`config.mk`:
```
export PLATFORM = sky130hd
export DESIGN_NAME = ptbc_front
export DESIGN_NICKNAME = d
export VERILOG_FILES = /design/src/rtl/point_transform_bounds_centroid_macros.svh /design/src/rtl/ptbc_pkg.sv /design/src/rtl/ptbc_front.sv
export SDC_FILE = /design/constraint.sdc
export NUM_CORES = 1
export LEC_CHECK = 0
export BUFFER_PORTS_ARGS = -buffer_cell sky130_fd_sc_hd__buf_4
export CORE_AREA = 4 4 138 140
export DETAILED_ROUTE_END_ITERATION = 6
export DIE_AREA = 0 0 142 144
export MAX_ROUTING_LAYER = met4
export PLACE_DENSITY = 0.49
export SYNTH_ARGS = -nofsm -noshare
export SYNTH_HDL_FRONTEND = slang
export SYNTH_SLANG_ARGS = --single-unit
```
`constraint.sdc`:
```
create_clock -name vclk -period 1.8
set_input_delay 0.36 -clock vclk [all_inputs]
set_output_delay 0.36 -clock vclk [all_outputs]
set_load 0.05 [all_outputs]
```
`src/rtl/point_transform_bounds_centroid_macros.svh`:
```
// Assertion macros shared by the point transform block.
// Depends on nothing; included by the top level only.
`ifndef POINT_TRANSFORM_BOUNDS_CENTROID_MACROS_SVH
`define POINT_TRANSFORM_BOUNDS_CENTROID_MACROS_SVH

// Assert that a condition implies a consequent in the same cycle.
`define PTB_ASSERT_IMP(label, clk, rst_n, ante, cons, msg) \
    label: assert property (@(posedge clk) disable iff (!rst_n) (ante) |-> (cons)) \
        else $error(msg);

// Assert that a condition implies a consequent in the next cycle.
`define PTB_ASSERT_NEXT(label, clk, rst_n, ante, cons, msg) \
    label: assert property (@(posedge clk) disable iff (!rst_n) (ante) |=> (cons)) \
        else $error(msg);

`endif

```
`src/rtl/ptbc_pkg.sv`:
```
// Package for the point transform block: types, constants and helpers.
// Used by every module of the block.
package ptbc_pkg;

    localparam int unsigned SUM_W = 52;
    localparam int unsigned CNT_W = 21;
    localparam int unsigned EXT_W = 13;
    localparam int unsigned OBJ_W = 9;

    // Result kinds.
    typedef enum logic [1:0] {
        KIND_POINT    = 2'd0,
        KIND_BOX      = 2'd1,
        KIND_CENTROID = 2'd2
    } kind_t;

    // Register indexes.
    typedef enum logic [2:0] {
        REG_ROT0   = 3'd0,
        REG_ROT1   = 3'd1,
        REG_ROT2   = 3'd2,
        REG_SHIFTX = 3'd3,
        REG_SHIFTY = 3'd4,
        REG_SHIFTZ = 3'd5
    } reg_idx_t;

    // Back end sequencer states.
    typedef enum logic [2:0] {
        ST_IDLE,
        ST_MUL,
        ST_SUM,
        ST_POINT,
        ST_BOX,
        ST_DIV,
        ST_CENT
    } back_state_t;

    // One queued point as classified by the front end.
    typedef struct packed {
        logic signed [31:0] pos_x;
        logic signed [31:0] pos_y;
        logic signed [31:0] pos_z;
        logic signed [15:0] norm_x;
        logic signed [15:0] norm_y;
        logic signed [15:0] norm_z;
        logic [EXT_W-1:0]   width_cand;
        logic [EXT_W-1:0]   height_cand;
        logic [OBJ_W-1:0]   obj_cand;
        logic               last_point;
    } item_t;

    // Result word handed to the output register.
    typedef struct packed {
        kind_t              kind;
        logic signed [31:0] v0;
        logic signed [31:0] v1;
        logic signed [31:0] v2;
        logic signed [31:0] v3;
        logic signed [31:0] v4;
        logic signed [31:0] v5;
        logic               last_result;
    } result_t;

    // Saturate an exact signed sum to 32 bits.
    function automatic logic signed [31:0] sat32(input logic signed [51:0] v);
        logic signed [51:0] lim_hi;
        logic signed [51:0] lim_lo;
        begin
            lim_hi = 52'sd2147483647;
            lim_lo = -52'sd2147483648;
            if (v > lim_hi)
                sat32 = 32'sh7fffffff;
            else if (v < lim_lo)
                sat32 = 32'sh80000000;
            else
                sat32 = v[31:0];
        end
    endfunction

    function automatic logic signed [15:0] sat16(input logic signed [35:0] v);
        begin
            if (v > 36'sd32767)
                sat16 = 16'sh7fff;
            else if (v < -36'sd32768)
                sat16 = 16'sh8000;
            else
                sat16 = v[15:0];
        end
    endfunction

endpackage

```
`src/rtl/ptbc_front.sv`:
```
// Front end: classifies a point and precomputes its extent and object candidates.
// Depends on ptbc_pkg.
module ptbc_front #(
    parameter int unsigned DEPTH_SIZE = 4096
) (
    input  logic signed [31:0]   pos_x,
    input  logic signed [31:0]   pos_y,
    input  logic signed [31:0]   pos_z,
    input  logic signed [15:0]   norm_x,
    input  logic signed [15:0]   norm_y,
    input  logic signed [15:0]   norm_z,
    input  logic [11:0]          depth_col,
    input  logic [11:0]          depth_row,
    input  logic signed [8:0]    obj_label,
    input  logic                 last_point,
    output ptbc_pkg::item_t      item
);
    import ptbc_pkg::*;

    localparam logic [16:0] DSZ = 17'(DEPTH_SIZE);

    logic [16:0] col_p1;
    logic [16:0] row_p1;

    // Extents saturate at the image size; negative ids count as zero.
    always_comb
    begin
        col_p1 = 17'(depth_col) + 17'd1;
        row_p1 = 17'(depth_row) + 17'd1;
        item.pos_x = pos_x;
        item.pos_y = pos_y;
        item.pos_z = pos_z;
        item.norm_x = norm_x;
        item.norm_y = norm_y;
        item.norm_z = norm_z;
        item.width_cand  = (col_p1 > DSZ) ? DSZ[EXT_W-1:0] : col_p1[EXT_W-1:0];
        item.height_cand = (row_p1 > DSZ) ? DSZ[EXT_W-1:0] : row_p1[EXT_W-1:0];
        item.obj_cand = obj_label[8] ? '0 : 9'(obj_label + 9'sd1);
        item.last_point = last_point;
    end

endmodule

```
Yosys cells after proc, flatten, opt, wreduce, memory -nomap -nowiden
Cells that the tools add are included.
- add/sub/neg operators: 3
- magnitude comparators: 2
- mux-type cells: 3
- operators by type and width (cell ; number):
    $add A12 B1 Y13 const B ; 2
    $gt A13 B13 Y1 const B ; 2
    $mux W13 ; 2
    $add A9 B2 Y9 const B ; 1
    $mux W9 ; 1
- register bits after elaboration: 0
- bits of input ports: 178
- output and inout port bits: 180
- logic and storage cells: 8

Longest topological paths before layout
Gate-level depths: netlist (run 1).
- word-level depth: 3
- gate-level depth with buffers: 4
- mapped depth without buffers: 4

Worst setup path before layout (run 1)
No wires, ideal clock.
- path type: input port to output port
- start: input depth_row[0]
- end: output item[13] (netlist name)
- arrival: 2.272 ns
- required time: 1.440 ns
- setup slack: -0.832 ns
- stages: 4
- path buffers: 0
- cells stage by stage: ha_1 -> nand4_1 -> nor4_2 -> nor2_1
- RTL lines (item ; line ; RTL):
    from (decl) ; ptbc_front.sv:13 ; input logic [11:0] depth_row,
    to (decl) ; ptbc_front.sv:16 ; output ptbc_pkg::item_t item

==> summary.txt, run 1 <==
Run status
  – Outcome: finished, final reports clean

Synthesis
  – Main combinational cell family by area after synthesis: buffers and inverters
  – Synth Area in Simple Gates: a little under a fifth
  – Fraction of synthesized area in multiplexers: less than 1%
  – Top cells by area, synth: buf_4 (62%), xor2_1 (4.5%), nand3_1 (3.1%)
  – Syn Nets: approximately 430
  – Yosys top cell area share: 61.8%
  – Synth Area in XOR/XNOR: about 7.5%
  – Netlist cell types: 31
  – Ys Warns: 0
  – Synthesized area per cell: approximately 7.0 um2
  – Post-synthesis compound-gate area fraction: 8.17%
  – Leading area contributor after synthesis: buf_4
  – Synthesized area: approximately 1800 um2
  – Adder-Cell Fraction of Synth Area: 2.13%
  – Post-synthesis sequential area ratio: 0%
  – Mapped Cells: ~250

Power and ir drop
  – Leak: slightly below 0.8 nW
  – Seq pwr share: 0%
  – NetSw: 0.000336 W
  – P per Cell Area: 265 nW/um2
  – Clock Power Share: 0%
  – Total power: 0.000556 W
  – VDD IR max: 0.000125 V
  – Logic gate share of total power: 100.0%
  – Sw Share: 60.3%
  – P_int: 0.000221 W

Routing
  – DR WL/cell: 14.6 um
  – DRT antenna net count: 0
  – DRT iter0 DRCs: 20
  – Post-route DRC: 0
  – Routed WL: 6.30 mm
  – Via count: 1,486
  – Drt pass-1 iters: 4
  – DR vias/cell: between 3 and 4

Global route
  – First-pass GRT wire length: 8.56 mm
  – Vias in the first global route: 1,597
  – Largest net degree at the start of global routing: 10
  – Antenna violations before repair: 0
  – Gr usage total: 5.43%
  – Remaining global-route overflow: 0

Die
  – CORE AREA: roughly 18,000 um2
  – # rows: 49
  – Die area: 20,400 um2
  – Die Width: between 100 and 150 um
  – Die Height: 144 um
  – Initial Util: 9.87%
  – I/O Pins: 358

STA
  – Slew margin rel.: 78.4%
  – Min Clock Period, post-route: 1770 ps
  – Final Cycle Share: 98.4%
  – Final setup margin: 28.6 ps
  – Fmax: 565 MHz
  – Least-Margin Pin Slew: 321 ps
  – RSZ-0062 raised after global routing: true
  – Sum Neg Setup Slack: 0 ps
  – Max Slew Vio Count: 0
  – Number of setup violations in the final report: 0
  – Final hold vios: 0

Place
  – Detail Placement HPWL: 5.39 mm
  – Placed inst area: 1870 um2
  – Port Buffers: 68
  – Pre-CTS WS: -107 ps
  – Gpl congestion: 0.844

Critical path
  – Critical path class: primary input to output port
  – CP startpoint: depth_row[4]
  – Required time worst endpoint: 1440 ps
  – Highest net fanout along the worst path: 3
  – Arr. time, crit path: roughly 1400 ps
  – Critical Path Sink Type: output port
  – Crit start category: primary input

Cells and area
  – Final Core Density: 11.8%
  – Layout area overhead: 19.1%
  – Design area: 2100 um2
  – FF+latch area: 0 um2
  – Clkbuf count: 0
  – Layout cell share with drive strength beyond 1: a little over two thirds
  – Final sequential cell count: 0
  – Number of antenna cells inserted: 0
  – Final #Nets: approximately 390

Flow run
  – Max-Cap Viols: 0

Worst hold path
  – Hold wc startpoint: pos_y[7]
  – Hold WC Path Type: primary input to output port
-- layout make-up --
cell class         instances  area, um2
fillers                 2052      15700
multi-input cells        102        970
repair buffers            96        826
well taps                229        287
inverters                  4       15.0
-- stage by stage --
stage | hold slack, ps | cells
floorplan | 773 | 253
global placement | 720 | 426
finish | 720 | 431
CTS | 720 | 431
detailed placement | 720 | 426
global route | 720 | 431
-- timing repair --
item | 4_1_cts | 5_1_grt
gates resized for setup | 16 | 29
buffers inserted | 5 | 0
endpoints found under the setup margin | 12 | 16
pin swaps | 5 | 7
hold buffers | 0 | 0
-- routing by layer --
metal	vias up	part of all wire, %	global-route usage, %	wire [um]
li1	593	-	-	-
met1	622	21	3.12	1300
met2	177	48	9.34	2990
met3	94	19	3.57	1210
met4	0	13	6.21	793
met5	-	0	-	0
-- critical path, cell delays in order --
cell     delay [ps]
buf_6            90
nand4_4          90
or4_4           530
mux2i_4         160
buf_6           180
-- cell usage after synthesis, drive strengths merged, types with 2 or more instances --
library cell	n
nor4	3
o21ai	9
nor3	5
nand2	10
and3	2
a21oi	7
or3	5
nand3	11
xnor2	6
xor2	9
buf	146
ha	3
inv	4
nor2	12
a41oi	3
nand4	6
-- power groups by stage --
stage / sequential, W / combinational (W) / clock (W)
floorplan: 0 / 0.00117 / 0
global placement: 0 / 0.000510 / 0
detailed placement: 0 / 0.000513 / 0
CTS: 0 / 0.000536 / 0
global route: 0 / 0.000588 / 0
finish: 0 / 0.000556 / 0
-- final timing paths --
path | end | slack [ps] | cells after the start
setup / recovery | item[21] | 30 | 5
hold / removal | item[123] | 720 | 0
-- kinds of logic (layout without fill, tap and decap cells) --
group / Yosys count / count (layout)
multiplexers: 1 / 1
AO/OA/AOI/OAI: 24 / 24
AND/OR/NAND/NOR: 59 / 59
XOR/XNOR: 15 / 15
adder cells (fa/ha/maj): 3 / 3
buffers and inverters: 151 / 100
-- layout by cell type, fill, tap and decap left out, types with 3 or more instances in the layout --
cell     Yosys  routed
buf_4      145      72
buf_6        0      20
o21ai_0      9       9
nand2_1     10       7
nor2_1      12       7
nand3_1     11       6
nand4_1      5       5
xor2_1       9       5
or3_1        5       4
a21oi_2      0       4
xor2_2       0       4
nor2_4       0       4
buf_8        0       4
xnor2_1      6       3
nor4_4       0       3
nand3_4      0       3
nor3_2       0       3
inv_1        4       3
xnor2_2      0       3
Note: power is estimated with default switching activity, not from simulation.
==> run 2: changes to the inputs <==
--- a/config.mk
+++ b/config.mk
@@ -5,12 +5,13 @@
 export SDC_FILE = /design/constraint.sdc
 export NUM_CORES = 1
 export LEC_CHECK = 0
+export ABC_AREA = 1
 export BUFFER_PORTS_ARGS = -buffer_cell sky130_fd_sc_hd__buf_4
-export CORE_AREA = 4 4 138 140
+export CORE_AREA = 4 4 137 139
 export DETAILED_ROUTE_END_ITERATION = 6
-export DIE_AREA = 0 0 142 144
+export DIE_AREA = 0 0 141 143
 export MAX_ROUTING_LAYER = met4
-export PLACE_DENSITY = 0.49
+export PLACE_DENSITY = 0.52
 export SYNTH_ARGS = -nofsm -noshare
 export SYNTH_HDL_FRONTEND = slang
 export SYNTH_SLANG_ARGS = --single-unit
==> run 2 against run 1 <==
Effect of this change:
- synthesized cell count rose by 37%
- the run now ends with negative setup slack left
- via count rose by 29%
- combinational power rose by 21%
- cell area rose by 33%
- utilization rose by 4.0 points
- critical path type unchanged
- flip-flop and latch count did not move
- final cell count rose by 27%
- first-iteration DRC count rose to 3.0 times the previous value
- maximum frequency fell by 14%
- worst hold slack barely moved
- sequential share of layout area did not move
- largest cell class unchanged
==> summary.txt, run 2 <==
Run status
  – Outcome: complete, but fails checks
  – Failing checks: negative setup slack

Die
  – Initial Util: 11.8% (+1.9 points)
  – Die area: 20,200 um2 (-1.4%)
  – Die Height: 143 um (-0.69%)
  – Die Width: 141 um (-0.70%)
  – I/O Pins: 358 (unchanged)
  – CORE AREA: 17,700 um2 (-1.0%)
  – # rows: 49 (unchanged)

Critical path
  – Stages on worst setup path: 13 (+8)
  – Worst path cell trace: buf_8 > ha_4 > nand2_4 > nor2_4 > nand2_2 > nand2_2 > nand2_4 > clkinv_2 > nand3_2 > nor2_4 > nand2_4 > a21oi_4 > buf_6
  – CP most frequent cell: nand2_4
  – Slowest-stage cell, CP: ha_4
  – Buffer and inverter count on the worst path: 3 (+1)
  – Required time worst endpoint: 1440 ps (about the same)
  – Arr. time, crit path: 1710 ps (+300 ps)
  – Critical Path Sink Type: output port
  – Family with the most delay on the worst path: simple AND/OR/NAND/NOR gates
  – Crit start category: primary input
  – Critical path's largest stage delay: 170 ps (-360 ps)
  – Critical path class: primary input to output port
  – Highest net fanout along the worst path: 5 (+2)

Synthesis
  – Most numerous cell in the Yosys netlist: buf_4
  – Ys Warns: 0 (unchanged)
  – Synth Area in XOR/XNOR: 1.63% (-5.8 points)
  – Syn Nets: 530 (+22%)
  – Mapped Cells: 347 (+37%)
  – Leading area contributor after synthesis: buf_4
  – Synth cell count leaders: buf_4 (145), nand2_1 (52), inv_1 (37)
  – Post-synthesis compound-gate area fraction: 4.46% (-3.7 points)
  – Fraction of synthesized area in multiplexers: 0% (-0.57 points)
  – Synthesized area per cell: 5.99 um2 (-14%)
  – Post-synthesis sequential area ratio: 0% (unchanged)
  – Yosys top cell area share: 52.4% (-9.4 points)
  – Synth Area in Simple Gates: 30.9% (+12 points)
  – Adder-Cell Fraction of Synth Area: 3.01% (+0.88 points)
  – Main combinational cell family by area after synthesis: buffers and inverters
  – Netlist cell types: 21 (-32%)
  – Top cells by area, synth: buf_4 (52%), nand2_1 (9.4%), inv_1 (6.7%)
  – Synthesized area: 2080 um2 (+18%)

Cells and area
  – Commonest non-fill, non-tap cell in the layout: buf_4
  – Combined area of the multi-input logic cells: 1270 um2 (+31%)
  – Number of antenna cells inserted: 0 (unchanged)
  – FF+latch area: 0 um2 (unchanged)
  – Layout cell share with drive strength beyond 1: 61.9% (-7.9 points)
  – Final #Nets: 503 (+31%)
  – Non-filler instance count after layout: 547 (+27%)
  – Layout area overhead: 34.0%
  – Final sequential cell count: 0 (unchanged)
  – Most frequent cells in the layout: buf_4 (81), nand2_1 (39), inv_1 (33)
  – Fillcell total: 2,022 (-1.5%)
  – Clkbuf count: 0 (unchanged)

Routing
  – DR WL/cell: 12.2 um (-17%)
  – Post-route DRC: 0 (unchanged)
  – Routed WL: 6.66 mm (+5.8%)
  – DR vias/cell: 3.50 (+1.4%)
  – DRT iter0 DRCs: 60 (+200%)
  – Drt pass-1 iters: 4 (unchanged)
  – DRT antenna net count: 0 (unchanged)
  – Via count: 1,913 (+29%)

STA
  – Final hold vios: 0 (unchanged)
  – Least-Margin Pin Slew: 264 ps (-57.0 ps)
  – Fmax: 483 MHz (-14%)
  – RSZ-0062 raised after global routing: true
  – Hold WS: 720 ps (-0.00500 ps)
  – Number of setup violations in the final report: 13 (+13)
  – Max Slew Vio Count: 0 (unchanged)
  – Final setup margin: -270 ps (-299 ps)
  – Min Clock Period, post-route: 2070 ps (+299 ps)
  – Final Cycle Share: 115% (+17 points)
  – Slew margin rel.: 82.3% (+3.9 points)

Power and ir drop
  – Leak: 1.28 nW (+61%)
  – P per Cell Area: 241 nW/um2 (-9.3%)
  – Total power: 0.000670 W (+20%)
  – VDD IR max: 0.0000963 V (-23%)

Place
  – Gpl congestion: 0.729 (-14%)
  – Detail Placement HPWL: 5.76 mm (+6.8%)
  – Port Buffers: 68 (unchanged)
  – Dpl cells: 541 (+27%)
  – Pre-CTS WS: -384 ps (-278 ps)

Global route
  – Vias in the first global route: 1,850 (+16%)
  – Remaining global-route overflow: 0 (unchanged)
  – Gr usage total: 6.13% (+0.69 points)
  – First-pass GRT wire length: 9.82 mm (+15%)
  – Largest net degree at the start of global routing: 10 (unchanged)
  – Antenna violations before repair: 0 (unchanged)

Worst hold path
  – Hold WC Path Type: primary input to output port
  – Worst Hold Depth: 0 (unchanged)

Flow run
  – Max-Cap Viols: 0 (unchanged)
## run 2: cell count changes in the layout (fill, tap and decap cells not counted), moves of 7 or more
| cell | delta |
|---|---|
| a21oi_4 | +8 |
| buf_4 | +9 |
| buf_6 | +7 |
| inv_1 | +30 |
| nand2_1 | +32 |
| nand2_2 | +13 |
| nand2_4 | +7 |
| nand3_1 | +8 |
| nor2_1 | +7 |
| nor2_4 | +11 |
| o21ai_0 | -9 |
## run 2: what timing repair did
item,4_1_cts,5_1_grt
gates cloned,0,0
setup endpoints to repair,17,24
buffers inserted,4,5
hold buffers,0,0
pin swaps,35,24
resized for setup,55,33
## run 2: layer usage
layer  vias up  routed length [um]  global-route usage, %
met5         -                   0                      -
met4         0                 722                   5.71
met3        86                1060                   3.78
met2       148                2820                   9.05
met1       812                2060                   5.36
li1        867                   -                      -
## run 2: cell type report
cell class | instances | area share, %
Multi-Input combinational cell | 160 | 45.7
Tap cell | 229 | 10.3
Timing Repair Buffer | 117 | 38.0
Inverter | 41 | 6.02
## run 2: cells by family (layout without fill, tap and decap cells)
family	count (synthesis)	count (layout)
AO/OA/AOI/OAI	17	17
adder cells (fa/ha/maj)	5	5
XOR/XNOR	3	3
buffers and inverters	187	158
AND/OR/NAND/NOR	135	135
## run 2: worst paths after layout
kind / from / end / slack, ps
min: pos_x[10] / item[158] / 720
max: depth_row[1] / item[10] / -270
## run 2: power by group
| group | internal, W | switching [W] | total [W] |
|---|---|---|---|
| sequential | 0 | 0 | 0 |
| combinational | 0.000288 | 0.000382 | 0.000670 |
| clock | 0 | 0 | 0 |
## run 2: metrics by stage
stage,area (um2),utilization [%],setup TNS [ps]
final,2780,15.8,-2750
after global routing,2780,15.8,-3910
after CTS,2650,15.0,-2580
after detailed placement,2410,13.6,-4010
after global placement,2410,13.6,-3890
after floorplan,2360,-,-3410
