### src/rtl/point_transform_bounds_centroid_macros.svh
// Assertion macros shared by the point transform block.
// Depends on nothing; included by the top level only.
`ifndef POINT_TRANSFORM_BOUNDS_CENTROID_MACROS_SVH
`define POINT_TRANSFORM_BOUNDS_CENTROID_MACROS_SVH

// Assert that a condition implies a consequent in the same cycle.
`define PTB_ASSERT_IMP(label, clk, rst_n, ante, cons, msg) \
    label: assert property (@(posedge clk) disable iff (!rst_n) (ante) |-> (cons)) \
        else $error(msg);

// Assert that a condition implies a consequent in the next cycle.
`define PTB_ASSERT_NEXT(label, clk, rst_n, ante, cons, msg) \
    label: assert property (@(posedge clk) disable iff (!rst_n) (ante) |=> (cons)) \
        else $error(msg);

`endif

### src/rtl/ptbc_pkg.sv
// Package for the point transform block: types, constants and helpers.
// Used by every module of the block.
package ptbc_pkg;

    localparam int unsigned SUM_W = 52;
    localparam int unsigned CNT_W = 21;
    localparam int unsigned EXT_W = 13;
    localparam int unsigned OBJ_W = 9;

    // Result kinds.
    typedef enum logic [1:0] {
        KIND_POINT    = 2'd0,
        KIND_BOX      = 2'd1,
        KIND_CENTROID = 2'd2
    } kind_t;

    // Register indexes.
    typedef enum logic [2:0] {
        REG_ROT0   = 3'd0,
        REG_ROT1   = 3'd1,
        REG_ROT2   = 3'd2,
        REG_SHIFTX = 3'd3,
        REG_SHIFTY = 3'd4,
        REG_SHIFTZ = 3'd5
    } reg_idx_t;

    // Back end sequencer states.
    typedef enum logic [2:0] {
        ST_IDLE,
        ST_MUL,
        ST_SUM,
        ST_POINT,
        ST_BOX,
        ST_DIV,
        ST_CENT
    } back_state_t;

    // One queued point as classified by the front end.
    typedef struct packed {
        logic signed [31:0] pos_x;
        logic signed [31:0] pos_y;
        logic signed [31:0] pos_z;
        logic signed [15:0] norm_x;
        logic signed [15:0] norm_y;
        logic signed [15:0] norm_z;
        logic [EXT_W-1:0]   width_cand;
        logic [EXT_W-1:0]   height_cand;
        logic [OBJ_W-1:0]   obj_cand;
        logic               last_point;
    } item_t;

    // Result word handed to the output register.
    typedef struct packed {
        kind_t              kind;
        logic signed [31:0] v0;
        logic signed [31:0] v1;
        logic signed [31:0] v2;
        logic signed [31:0] v3;
        logic signed [31:0] v4;
        logic signed [31:0] v5;
        logic               last_result;
    } result_t;

    // Saturate an exact signed sum to 32 bits.
    function automatic logic signed [31:0] sat32(input logic signed [51:0] v);
        logic signed [51:0] lim_hi;
        logic signed [51:0] lim_lo;
        begin
            lim_hi = 52'sd2147483647;
            lim_lo = -52'sd2147483648;
            if (v > lim_hi)
                sat32 = 32'sh7fffffff;
            else if (v < lim_lo)
                sat32 = 32'sh80000000;
            else
                sat32 = v[31:0];
        end
    endfunction

    function automatic logic signed [15:0] sat16(input logic signed [35:0] v);
        begin
            if (v > 36'sd32767)
                sat16 = 16'sh7fff;
            else if (v < -36'sd32768)
                sat16 = 16'sh8000;
            else
                sat16 = v[15:0];
        end
    endfunction

endpackage

### src/rtl/ptbc_queue.sv
// Two-entry word queue between the front and back ends.
// Depends on ptbc_pkg.
module ptbc_queue (
    input  logic              clk,
    input  logic              rst_n,
    input  logic              push,
    input  ptbc_pkg::item_t   push_data,
    output logic              full,
    input  logic              pop,
    output logic              not_empty,
    output ptbc_pkg::item_t   head
);
    import ptbc_pkg::*;

    item_t       mem_reg [2];
    logic        wp_reg;
    logic        rp_reg;
    logic [1:0]  cnt_reg;

    assign full = (cnt_reg == 2'd2);
    assign not_empty = (cnt_reg != 2'd0);
    assign head = mem_reg[rp_reg];

    // Pointers and fill count.
    always_ff @(posedge clk or negedge rst_n)
    begin
        if (!rst_n)
        begin
            wp_reg <= 1'b0;
            rp_reg <= 1'b0;
            cnt_reg <= 2'd0;
        end
        else
        begin
            if (push)
                wp_reg <= ~wp_reg;
            if (pop)
                rp_reg <= ~rp_reg;
            if (push && !pop)
                cnt_reg <= cnt_reg + 2'd1;
            else if (pop && !push)
                cnt_reg <= cnt_reg - 2'd1;
        end
    end

    // Storage.
    always_ff @(posedge clk)
    begin
        if (push)
            mem_reg[wp_reg] <= push_data;
    end

endmodule

### config.mk
export PLATFORM = sky130hd
export DESIGN_NAME = ptbc_queue
export DESIGN_NICKNAME = d
export VERILOG_FILES = /design/src/rtl/point_transform_bounds_centroid_macros.svh /design/src/rtl/ptbc_pkg.sv /design/src/rtl/ptbc_queue.sv
export SDC_FILE = /design/constraint.sdc
export NUM_CORES = 1
export LEC_CHECK = 0
export BUFFER_PORTS_ARGS = -buffer_cell sky130_fd_sc_hd__buf_2
export CAP_MARGIN = 20
export CELL_PAD_IN_SITES_DETAIL_PLACEMENT = 1
export CELL_PAD_IN_SITES_GLOBAL_PLACEMENT = 2
export CORE_ASPECT_RATIO = 0.7
export CORE_MARGIN = 2
export CORE_UTILIZATION = 30
export CTS_CLUSTER_SIZE = 8
export DETAILED_ROUTE_END_ITERATION = 16
export PLACE_DENSITY = 0.7
export REMOVE_ABC_BUFFERS = 1
export SYNTH_ARGS = -nofsm -noshare
export SYNTH_HDL_FRONTEND = slang
export SYNTH_SLANG_ARGS = --single-unit
### constraint.sdc
create_clock -name clk -period 8.4 [get_ports clk]
set_input_delay 1.26 -clock clk [delete_from_list [all_inputs] [get_ports clk]]
set_output_delay 1.26 -clock clk [all_outputs]
set_load 0.01 [all_outputs]
# --- Word-level counts from Yosys, hierarchy flattened ---
# Memory sizes are Yosys's and may differ from the RTL's.
# Index checks and enable logic that the tools add are counted.
# W data, S select, Z words.
classes:
  n_addsub: 2
  eq_ne: 1
  mux: 4
  n_bitwise: 2
  n_reduce_logical: 6
op_table:
  columns: ["cell", "count"]
  rows:
  - ["$mux W2", 2]
  - ["$reduce_bool A2 Y1", 2]
  - ["$add A2 B1 Y2 const B", 1]
  - ["$eq A2 B2 Y1 const B", 1]
  - ["$logic_and A1 B1 Y1", 2]
  - ["$logic_not A1 Y1", 2]
  - ["$mux W1", 2]
  - ["$not A1 Y1", 2]
  - ["$sub A2 B1 Y2 const B", 1]
word_totals:
  regBits: 4
  ramBits: 360
  in_bits: 184
  out_inout_bits: 182
  word_cells: 19
  memories: 1
mem_list:
  columns: ["memory", "words", "width", "read_ports", "rd_ports_with_merged_regs", "wr", "line", "text"]
  rows:
  - ["mem_reg", 2, 180, 1, 0, 1, "ptbc_queue.sv:15", "item_t mem_reg [2];"]

# --- Depth between registers and ports, before layout ---
# Gate-level depths: netlist (run 1).
depth:
  ltp_word: 4
  depth_mapped: 5
  mapped_depth_nobuf: 5

# --- Worst setup path after synthesis (run 1) ---
# OpenSTA, ideal clock, no wires.
synth_path:
  path_type: "input -> register"
  start: "input push"
  end: "memory mem_reg[0][0] (netlist name) (enable)"
  setup_ns: 0.744
  arrival_ns: 9.029
  required_ns: 7.656
  setup_slack_ns: -1.374
  stages: 1
  n_path_buf: 0
  cell_sequence: "nor2b_1"
synth_via:
  elab_chain_len: 2
synth_rtl:
  columns: ["item", "line", "text"]
  rows:
  - ["start, declared", "ptbc_queue.sv:6", "input logic push,"]
  - ["$mux W1", "ptbc_queue.sv:49", "if (push)"]
  - ["$mux W1 (not written as such)", "ptbc_queue.sv:50", "mem_reg[wp_reg] <= push_data;"]
  - ["end, declared", "ptbc_queue.sv:15", null]
# Every way passes these cells.

==> flow_summary.toml, run 1 <==
[global_route]
antenna_found_initial = 6
gr-usage-met2 = 0.205
grt_max_degree = 118
grt_usage = 0.126
grt_util_met1 = 0.157
overflow = 0
top_usage_layer = "met2"
grt_pass1_wl_um = 45500
met3_usage = 0.0479
grt_pass1_vias = 7472

[worst_setup_path]
cp.arrival_ns = 3.28
crit_type = "reg2out"
cp_max_fo = 68
reg2reg_depth = 3
rrSetupSlack_ns = 5.68
r2r_start = "wp_reg"
crit_start = "rp_reg"
required_ns = 7.14
end_kind = "output pin"
cp-start-kind = "flop"

[timing]
grt_setup_unrepaired = "no"
max-slew-margin-rel = 0.287
slew_viol_final = 0
finalSetupTns_ns = 0
tightest_slew_ns = 1.07
setup_violations = 0
clock.fmax_ghz = 0.220
finalHoldViolations = 0
period_share = 0.541
layout_min_cycle_time_ns = 4.54
setup_ws_ns = 3.86
clock_skew_ns = 0.00591

[clocking]
cts_hold_buffers = 0
cts_root_buf = "clkbuf_16"
cts_buffers = 51
cts_tree = "yes"
post-cts-setup-buffers = 0
cts_sinks = 364
clk_latency_ns = 0.54
htree_levels = 2
cts.clk_slew.worst_paths_ns = 0.05
clockBufferDepth = 3
postCtsResizedCells = 0

[logic_synthesis]
yosysTopAreaCell = "edfxtp_1"
syn_inst = 576
synth_area_per_cell_um2 = 23.5
yosysMostFrequentCell = "edfxtp_1"
synth_cell_types = 14
yosysTopAreaCellShare = 0.799
async_reset_ff_frac = 0.0110
synth_ff_type = "edfxtp_1"
synth_seq_area_share = 0.806
synth_common_cells = "edfxtp_1, mux2_2, mux2_4"
synth-edff-count = 360
yosys_warnings = 0
ys_ff_latch = 364
netlist_area_mm2 = 0.0135
yosys-top-cells-area = "edfxtp_1, mux2_4, mux2_2"

[floorplan]
dieHeight_um = 182
core_area_mm2 = 0.0448
row_count = 65
dieArea_mm2 = 0.0469
die_x_um = 258
io_pins = 366
initial_core_util = 0.302

[worst_hold_path]
worstHoldStart = "cnt_reg[1]"
min_path_cells = 1
min_path_type = "reg2reg"

[placed_design]
place.gp.congestion = 0.722
placedInstanceArea_mm2 = 0.0160
io_buffers = 365
detailedPlace.worstSlack_ns = 4.38
place_hpwl_um = 19900
dp_cells = 1531

[finish]
area_delta_synth_final_pct = 28.7
design_area_mm2 = 0.0174
largest_reg_flops = 360
final_cells = 1603
drive_above_1_share = 0.614
post-route-util = 0.389
finalNetCount = 1166

[outcome]
status = "finished, final reports clean"

[routing]
wl_per_cell_um = 18.9
viasPerCell = 4.28
drtPass1Iterations = 4
num_vias = 6856
routed_wirelength_um = 30300
drc = 0
drt.antenna.violating_nets = 0
drt_iter0_drc = 279

[pwr]
ir_drop_v = 0.000185
leakage_uw = 0.00671
pwr_density_cell_mw_per_mm2 = 347

[flow_run]
drv_cap = 0
-- where the power goes --
part           total (uW)  internal [uW]  switching (uW)
logic                1680            819             859
clock network        1800           1110             691
registers            2570           2420             150
total                6050           4350            1700
-- critical path: stages, from the launching register on --
cell and delay (ns):
dfrtp_4 1.12, buf_4 0.94, mux2_2 0.42, buf_2 0.14
-- logic make-up after synthesis --
group / after synthesis / share of synthesized area
multiplexers: 180 / 0.175
adder cells (fa/ha/maj): 1 / 0.000924
XOR/XNOR: 5 / 0.00324
buffers and inverters: 21 / 0.0128
AND/OR/NAND/NOR: 5 / 0.00213
flip-flops: 364 / 0.806
-- final cells by class --
class	instances	area (um2)
Inverter	1	3.75
Clock inverter	1	5.00
Tap cell	603	754
Antenna cell	6	15.0
Timing Repair Buffer	372	1890
Multi-Input combinational cell	191	2460
Clock buffer	65	1370
Sequential cell	364	10900
Fill cell	4467	27400
-- cell usage in the layout (no fill, tap or decap) --
cell type / synthesis / final
mux2_4: 90 / 90
clkbuf_16: 0 / 53
edfxtp_1: 360 / 360
dfrtp_4: 0 / 1
buf_2: 9 / 365
xnor2_1: 1 / 1
xor2_1: 4 / 4
mux2_2: 90 / 90
or2_2: 1 / 1
dfrtp_1: 4 / 3
buf_12: 0 / 1
inv_1: 1 / 1
nor2b_1: 2 / 1
clkinv_2: 0 / 1
nor2b_4: 0 / 1
diode_2: 0 / 6
ha_1: 1 / 1
nor2_1: 1 / 1
clkbuf_1: 0 / 12
buf_4: 0 / 6
and2_4: 0 / 1
-- worst paths after layout --
kind,end
worst max register to register,mem_reg[1][142]
worst max-delay path,head[19]
worst min-delay path,cnt_reg[1]
max in group asynchronous,rp_reg
min in group asynchronous,rp_reg
worst min register to register,cnt_reg[1]
-- routing by layer --
metal	part of all wire	wire length, um
met5	0.00036	11
met3	0.084	2550
met4	0.024	720
met2	0.48	14500
met1	0.41	12500
-- per-stage QoR --
stage / total power, uW / hold slack (ns)
2_1_floorplan: 3910 / 0.447
3_3_place_gp: 4310 / 0.464
3_5_place_dp: 4340 / 0.478
4_1_cts: 6190 / 0.487
5_1_grt: 6360 / 0.493
6_report: 6050 / 0.478
No activity file was read; power rests on OpenSTA's default activity.
==> inputs of run 2 (changes only) <==
==> constraint.sdc (replaced) <==
create_clock -name clk -period 3.7 [get_ports clk]
set_input_delay 0.555 -clock clk [delete_from_list [all_inputs] [get_ports clk]]
set_output_delay 0.555 -clock clk [all_outputs]
set_load 0.01 [all_outputs]
==> run 2 against run 1 <==
Net effect: first-iteration DRC count shrank 14%; combinational power up 140%; clock power up 130%; critical path depth unchanged; routed wire length is 2.7% higher; critical path type unchanged.
==> flow_summary.toml, run 2 (synthesis gave the netlist of run 1 again) <==
[outcome]
status = "finished, final reports clean"

[pwr]
power_frac_clock = 0.296
seqPwrFrac = 0.417
intPower_uw = 9930
power_frac_comb = 0.287
ir_drop_v = 0.000335
swShare = 0.282
pwr_density_cell_mw_per_mm2 = 788
switching_power_uw = 3890
leakage_uw = 0.00677

[placed_design]
placedInstanceArea_mm2 = 0.0162
dp_cells = 1538
place_hpwl_um = 21200
detailedPlace.worstSlack_ns = 1.27
io_buffers = 365
place.gp.congestion = 0.759

[routing]
routed_wirelength_um = 31100
drtPass1Iterations = 4
drt.antenna.violating_nets = 0
viasPerCell = 4.27
drt_iter0_drc = 241
wl_per_cell_um = 19.3
drc = 0
num_vias = 6862

[timing]
grt_setup_unrepaired = "no"
finalHoldViolations = 0
slew_viol_final = 0
fin_hold_ws_ns = 0.199
layout_min_cycle_time_ns = 2.93
max-slew-margin-rel = 0.552
clock_skew_ns = 0.0105
setup_violations = 0
finalSetupTns_ns = 0
clock.fmax_ghz = 0.341
tightest_slew_ns = 0.672
period_share = 0.793
setup_ws_ns = 0.766

[worst_setup_path]
crit_type = "reg2out"
rrSetupSlack_ns = 1.95
crit_start = "rp_reg"
reg2reg_depth = 2
cp-endpoint = "head[42]"
end_kind = "output pin"
required_ns = 3.14
r2r_end = "mem_reg[1][125]"
cp_max_fo = 44
cp-start-kind = "flop"
cp.arrival_ns = 2.38
r2r_start = "wp_reg"

[clocking]
post-cts-setup-buffers = 0
postCtsResizedCells = 0
cts_root_buf = "clkbuf_16"
cts_hold_buffers = 1
clockBufferDepth = 3
htree_levels = 2
cts_tree = "yes"
cts.clk_slew.worst_paths_ns = 0.05
clk_latency_ns = 0.54
cts_sinks = 364
cts_buffers = 51

[global_route]
grt_max_degree = 68
overflow = 0
grt_pass1_vias = 7513
antenna_found_initial = 13
grt_usage = 0.130
grt_pass1_wl_um = 46200

[finish]
largest_reg_flops = 360
design_area_mm2 = 0.0175
layout_commonest_cell = "buf_2"
area_delta_synth_final_pct = 29.6
final_cells = 1608
drive_above_1_share = 0.615
finalNetCount = 1174
final_cell_mix = "buf_2, edfxtp_1, mux2_2, mux2_4, clkbuf_16"

[worst_hold_path]
worstHoldStart = "push_data[164]"
min_path_type = "in2reg"

[floorplan]
row_count = 65
io_pins = 366
initial_core_util = 0.302
dieArea_mm2 = 0.0469
dieHeight_um = 182
core_area_mm2 = 0.0448
die_x_um = 258

[flow_run]
drv_cap = 0
run 2: area by class of cell:
type,instances,area [um2]
Inverter,1,3.75
Clock inverter,1,3.75
Clock buffer,64,1370
Antenna cell,4,10.0
Sequential cell,364,10900
Timing Repair Buffer,380,2030
Multi-Input combinational cell,191,2460
Fill cell,4480,27300
Tap cell,603,754
run 2: worst min path at each step:
stage                                  to  slack (ns)  cells after the start
after detailed placement       cnt_reg[0]        0.37                      1
after global routing       mem_reg[0][25]        0.17                      1
after CTS                 mem_reg[1][164]        0.16                      1
final                     mem_reg[1][164]        0.20                      1
after global placement         cnt_reg[1]        0.37                      1
after floorplan                cnt_reg[0]        0.26                      0
run 2: worst max-delay path, stage by stage (launching register included):
cell     delay (ns)
dfrtp_4        0.83
buf_12         0.39
mux2_2         0.38
buf_2          0.14
run 2: power groups by stage:
stage               Clock, uW  Sequential (uW)  Combinational [uW]
global route             4400             5850                4260
detailed placement          0             5860                4070
global placement            0             5830                4040
CTS                      4240             5790                4090
finish                   4090             5770                3960
floorplan                   0             6140                2190
run 2: layer usage:
metal	global-route usage	share of wire
met1	0.158	0.40
met2	0.216	0.49
met3	0.0489	0.081
met4	0.0368	0.022
met5	0	0.0026
run 2: stage by stage:
stage                      util  total power, uW
after floorplan               -             8330
after global placement    0.360             9860
after detailed placement  0.360             9930
after CTS                 0.391            14100
after global routing      0.391            14500
final                     0.391            13800
==> inputs of run 3 (changes only) <==
==> constraint.sdc (replaced) <==
create_clock -name clk -period 2.54 [get_ports clk]
set_input_delay 0.381 -clock clk [delete_from_list [all_inputs] [get_ports clk]]
set_output_delay 0.381 -clock clk [all_outputs]
set_load 0.01 [all_outputs]
==> run 3 against run 2 <==
Net effect: power increased by 48%; clock-buffer cell count decreased by 1; combinational power increased by 57%; critical path type unchanged; critical endpoint unchanged.
==> flow_summary.toml, run 3 (synthesis gave the netlist of run 1 again) <==
[routing]
drtPass1Iterations = 4
drc = 0
viasPerCell = 4.21
num_vias = 7293
routed_wirelength_um = 31900
wl_per_cell_um = 18.4
drt.antenna.violating_nets = 0
drt_iter0_drc = 264

[pwr]
pwr_density_cell_mw_per_mm2 = 1090
ir_drop_v = 0.000706
leakage_uw = 0.00732

[global_route]
top_usage_layer = "met2"
grt_pass1_vias = 8187
gr-usage-met2 = 0.219
grt_max_degree = 91
grt_pass1_wl_um = 48500
grt_usage = 0.134
met3_usage = 0.0436
antenna_found_initial = 2
grt_util_met1 = 0.169
overflow = 0

[timing]
clock.fmax_ghz = 0.413
fin_hold_ws_ns = 0.0324
layout_min_cycle_time_ns = 2.42
finalSetupTns_ns = 0
grt_setup_unrepaired = "no"
finalHoldViolations = 0
period_share = 0.954
slew_viol_final = 0
tightest_slew_ns = 0.620
setup_violations = 0
max-slew-margin-rel = 0.587
setup_ws_ns = 0.118
clock_skew_ns = 0.0210

[worst_setup_path]
end_kind = "output pin"
required_ns = 2.16
cp_num_buf_inv = 3
cp_common_cell = "buf_12"
max_stage_delay_ns = 0.49
crit_type = "reg2out"
cp_max_fo = 22
cp.arrival_ns = 2.04
cp-start-kind = "flop"
crit_path_cell_trace = "buf_12 -> buf_12 -> mux2_2 -> buf_2"
critPathSlowestCell = "dfrtp_4"
cpLargestDelayFamily = "buffers and inverters"

[finish]
post-route-util = 0.420
fillers = 4466
area_delta_synth_final_pct = 39.1
final_cell_mix = "buf_2, edfxtp_1, dlygate4sd3_1"
layout_commonest_cell = "buf_2"
seq_area_mm2 = 0.0109
multi_input_area_mm2 = 0.00246
largest_reg_flops = 360
design_area_mm2 = 0.0188
finalNetCount = 1298
drive_above_1_share = 0.558

[placed_design]
placedInstanceArea_mm2 = 0.0163
place.gp.congestion = 0.738
io_buffers = 365
place_hpwl_um = 20900
detailedPlace.worstSlack_ns = 0.606

[floorplan]
core_area_mm2 = 0.0448
initial_core_util = 0.302
die_x_um = 258
io_pins = 366
dieHeight_um = 182
dieArea_mm2 = 0.0469
row_count = 65

[clocking]
cts_root_buf = "clkbuf_16"
cts_buffers = 51
clk_latency_ns = 0.55
cts_tree = "yes"
clockBufferDepth = 3
postCtsResizedCells = 0
htree_levels = 2
cts.clk_slew.worst_paths_ns = 0.05
cts_sinks = 364

[outcome]
status = "finished, final reports clean"

[flow_run]
drv_cap = 0

[worst_hold_path]
min_path_type = "in2reg"
-- run 3: changes by cell type in the layout (fill, tap and decap cells not counted) --
cell | previous run | this run
dlygate4sd3_1 | 1 | 116
buf_12 | 7 | 12
buf_4 | 7 | 11
inv_6 | 0 | 3
clkbuf_16 | 53 | 51
clkbuf_8 | 0 | 2
clkbuf_1 | 11 | 10
clkinv_1 | 1 | 0
diode_2 | 4 | 3
-- run 3: final timing paths --
| check | start | endpoint | slack [ns] | depth (start not counted) |
|---|---|---|---|---|
| worst max-delay path | rp_reg | head[42] | 0.12 | 4 |
| worst min-delay path | push_data[97] | mem_reg[0][97] | 0.03 | 1 |
| worst max register to register | wp_reg | mem_reg[1][109] | 0.95 | 3 |
| worst min register to register | cnt_reg[1] | cnt_reg[1] | 0.50 | 1 |
| max in group asynchronous | rst_n | rp_reg | 2.22 | 2 |
| min in group asynchronous | rst_n | cnt_reg[0] | 0.18 | 2 |
-- run 3: area by class of cell --
cell class,instances,area share
flip-flops and latches,364,0.580
repair buffers,504,0.176
multi-input cells,191,0.131
clock buffers,63,0.0713
well taps,603,0.0401
clock inverters,3,0.00140
diodes,3,0.000399
inverters,1,0.000199
-- run 3: repair_timing --
action                                  in CTS  in global routing
endpoints found under the hold margin      225                  0
hold buffers                               116                  0
endpoints found under the setup margin       1                  0
setup buffers                                2                  0
-- run 3: metrics by stage --
stage	std cells	total power, uW
2_1_floorplan	556	11000
3_3_place_gp	1545	14500
3_5_place_dp	1545	14600
4_1_cts	1729	20800
5_1_grt	1731	21500
6_report	1732	20500
-- run 3: worst reg2reg max path, delay by kind of cell, from the launching register on --
| kind | cells | cell delay (ns) |
|---|---|---|
| buf+inv | 2 | 0.46 |
| simple gates | 1 | 0.37 |
| flops | 1 | 0.42 |
-- run 3: report_power, final --
| group | internal (uW) | switching, uW | total, uW |
|---|---|---|---|
| combinational | 3070 | 3150 | 6230 |
| clock | 3630 | 2330 | 5960 |
| sequential | 7980 | 302 | 8280 |
| total | 14700 | 5790 | 20500 |
-- run 3: layer usage --
layer	wire [um]	vias up
met5	0	-
met4	703	0
met3	2290	64
met2	15300	236
met1	13600	3627
li1	-	3366
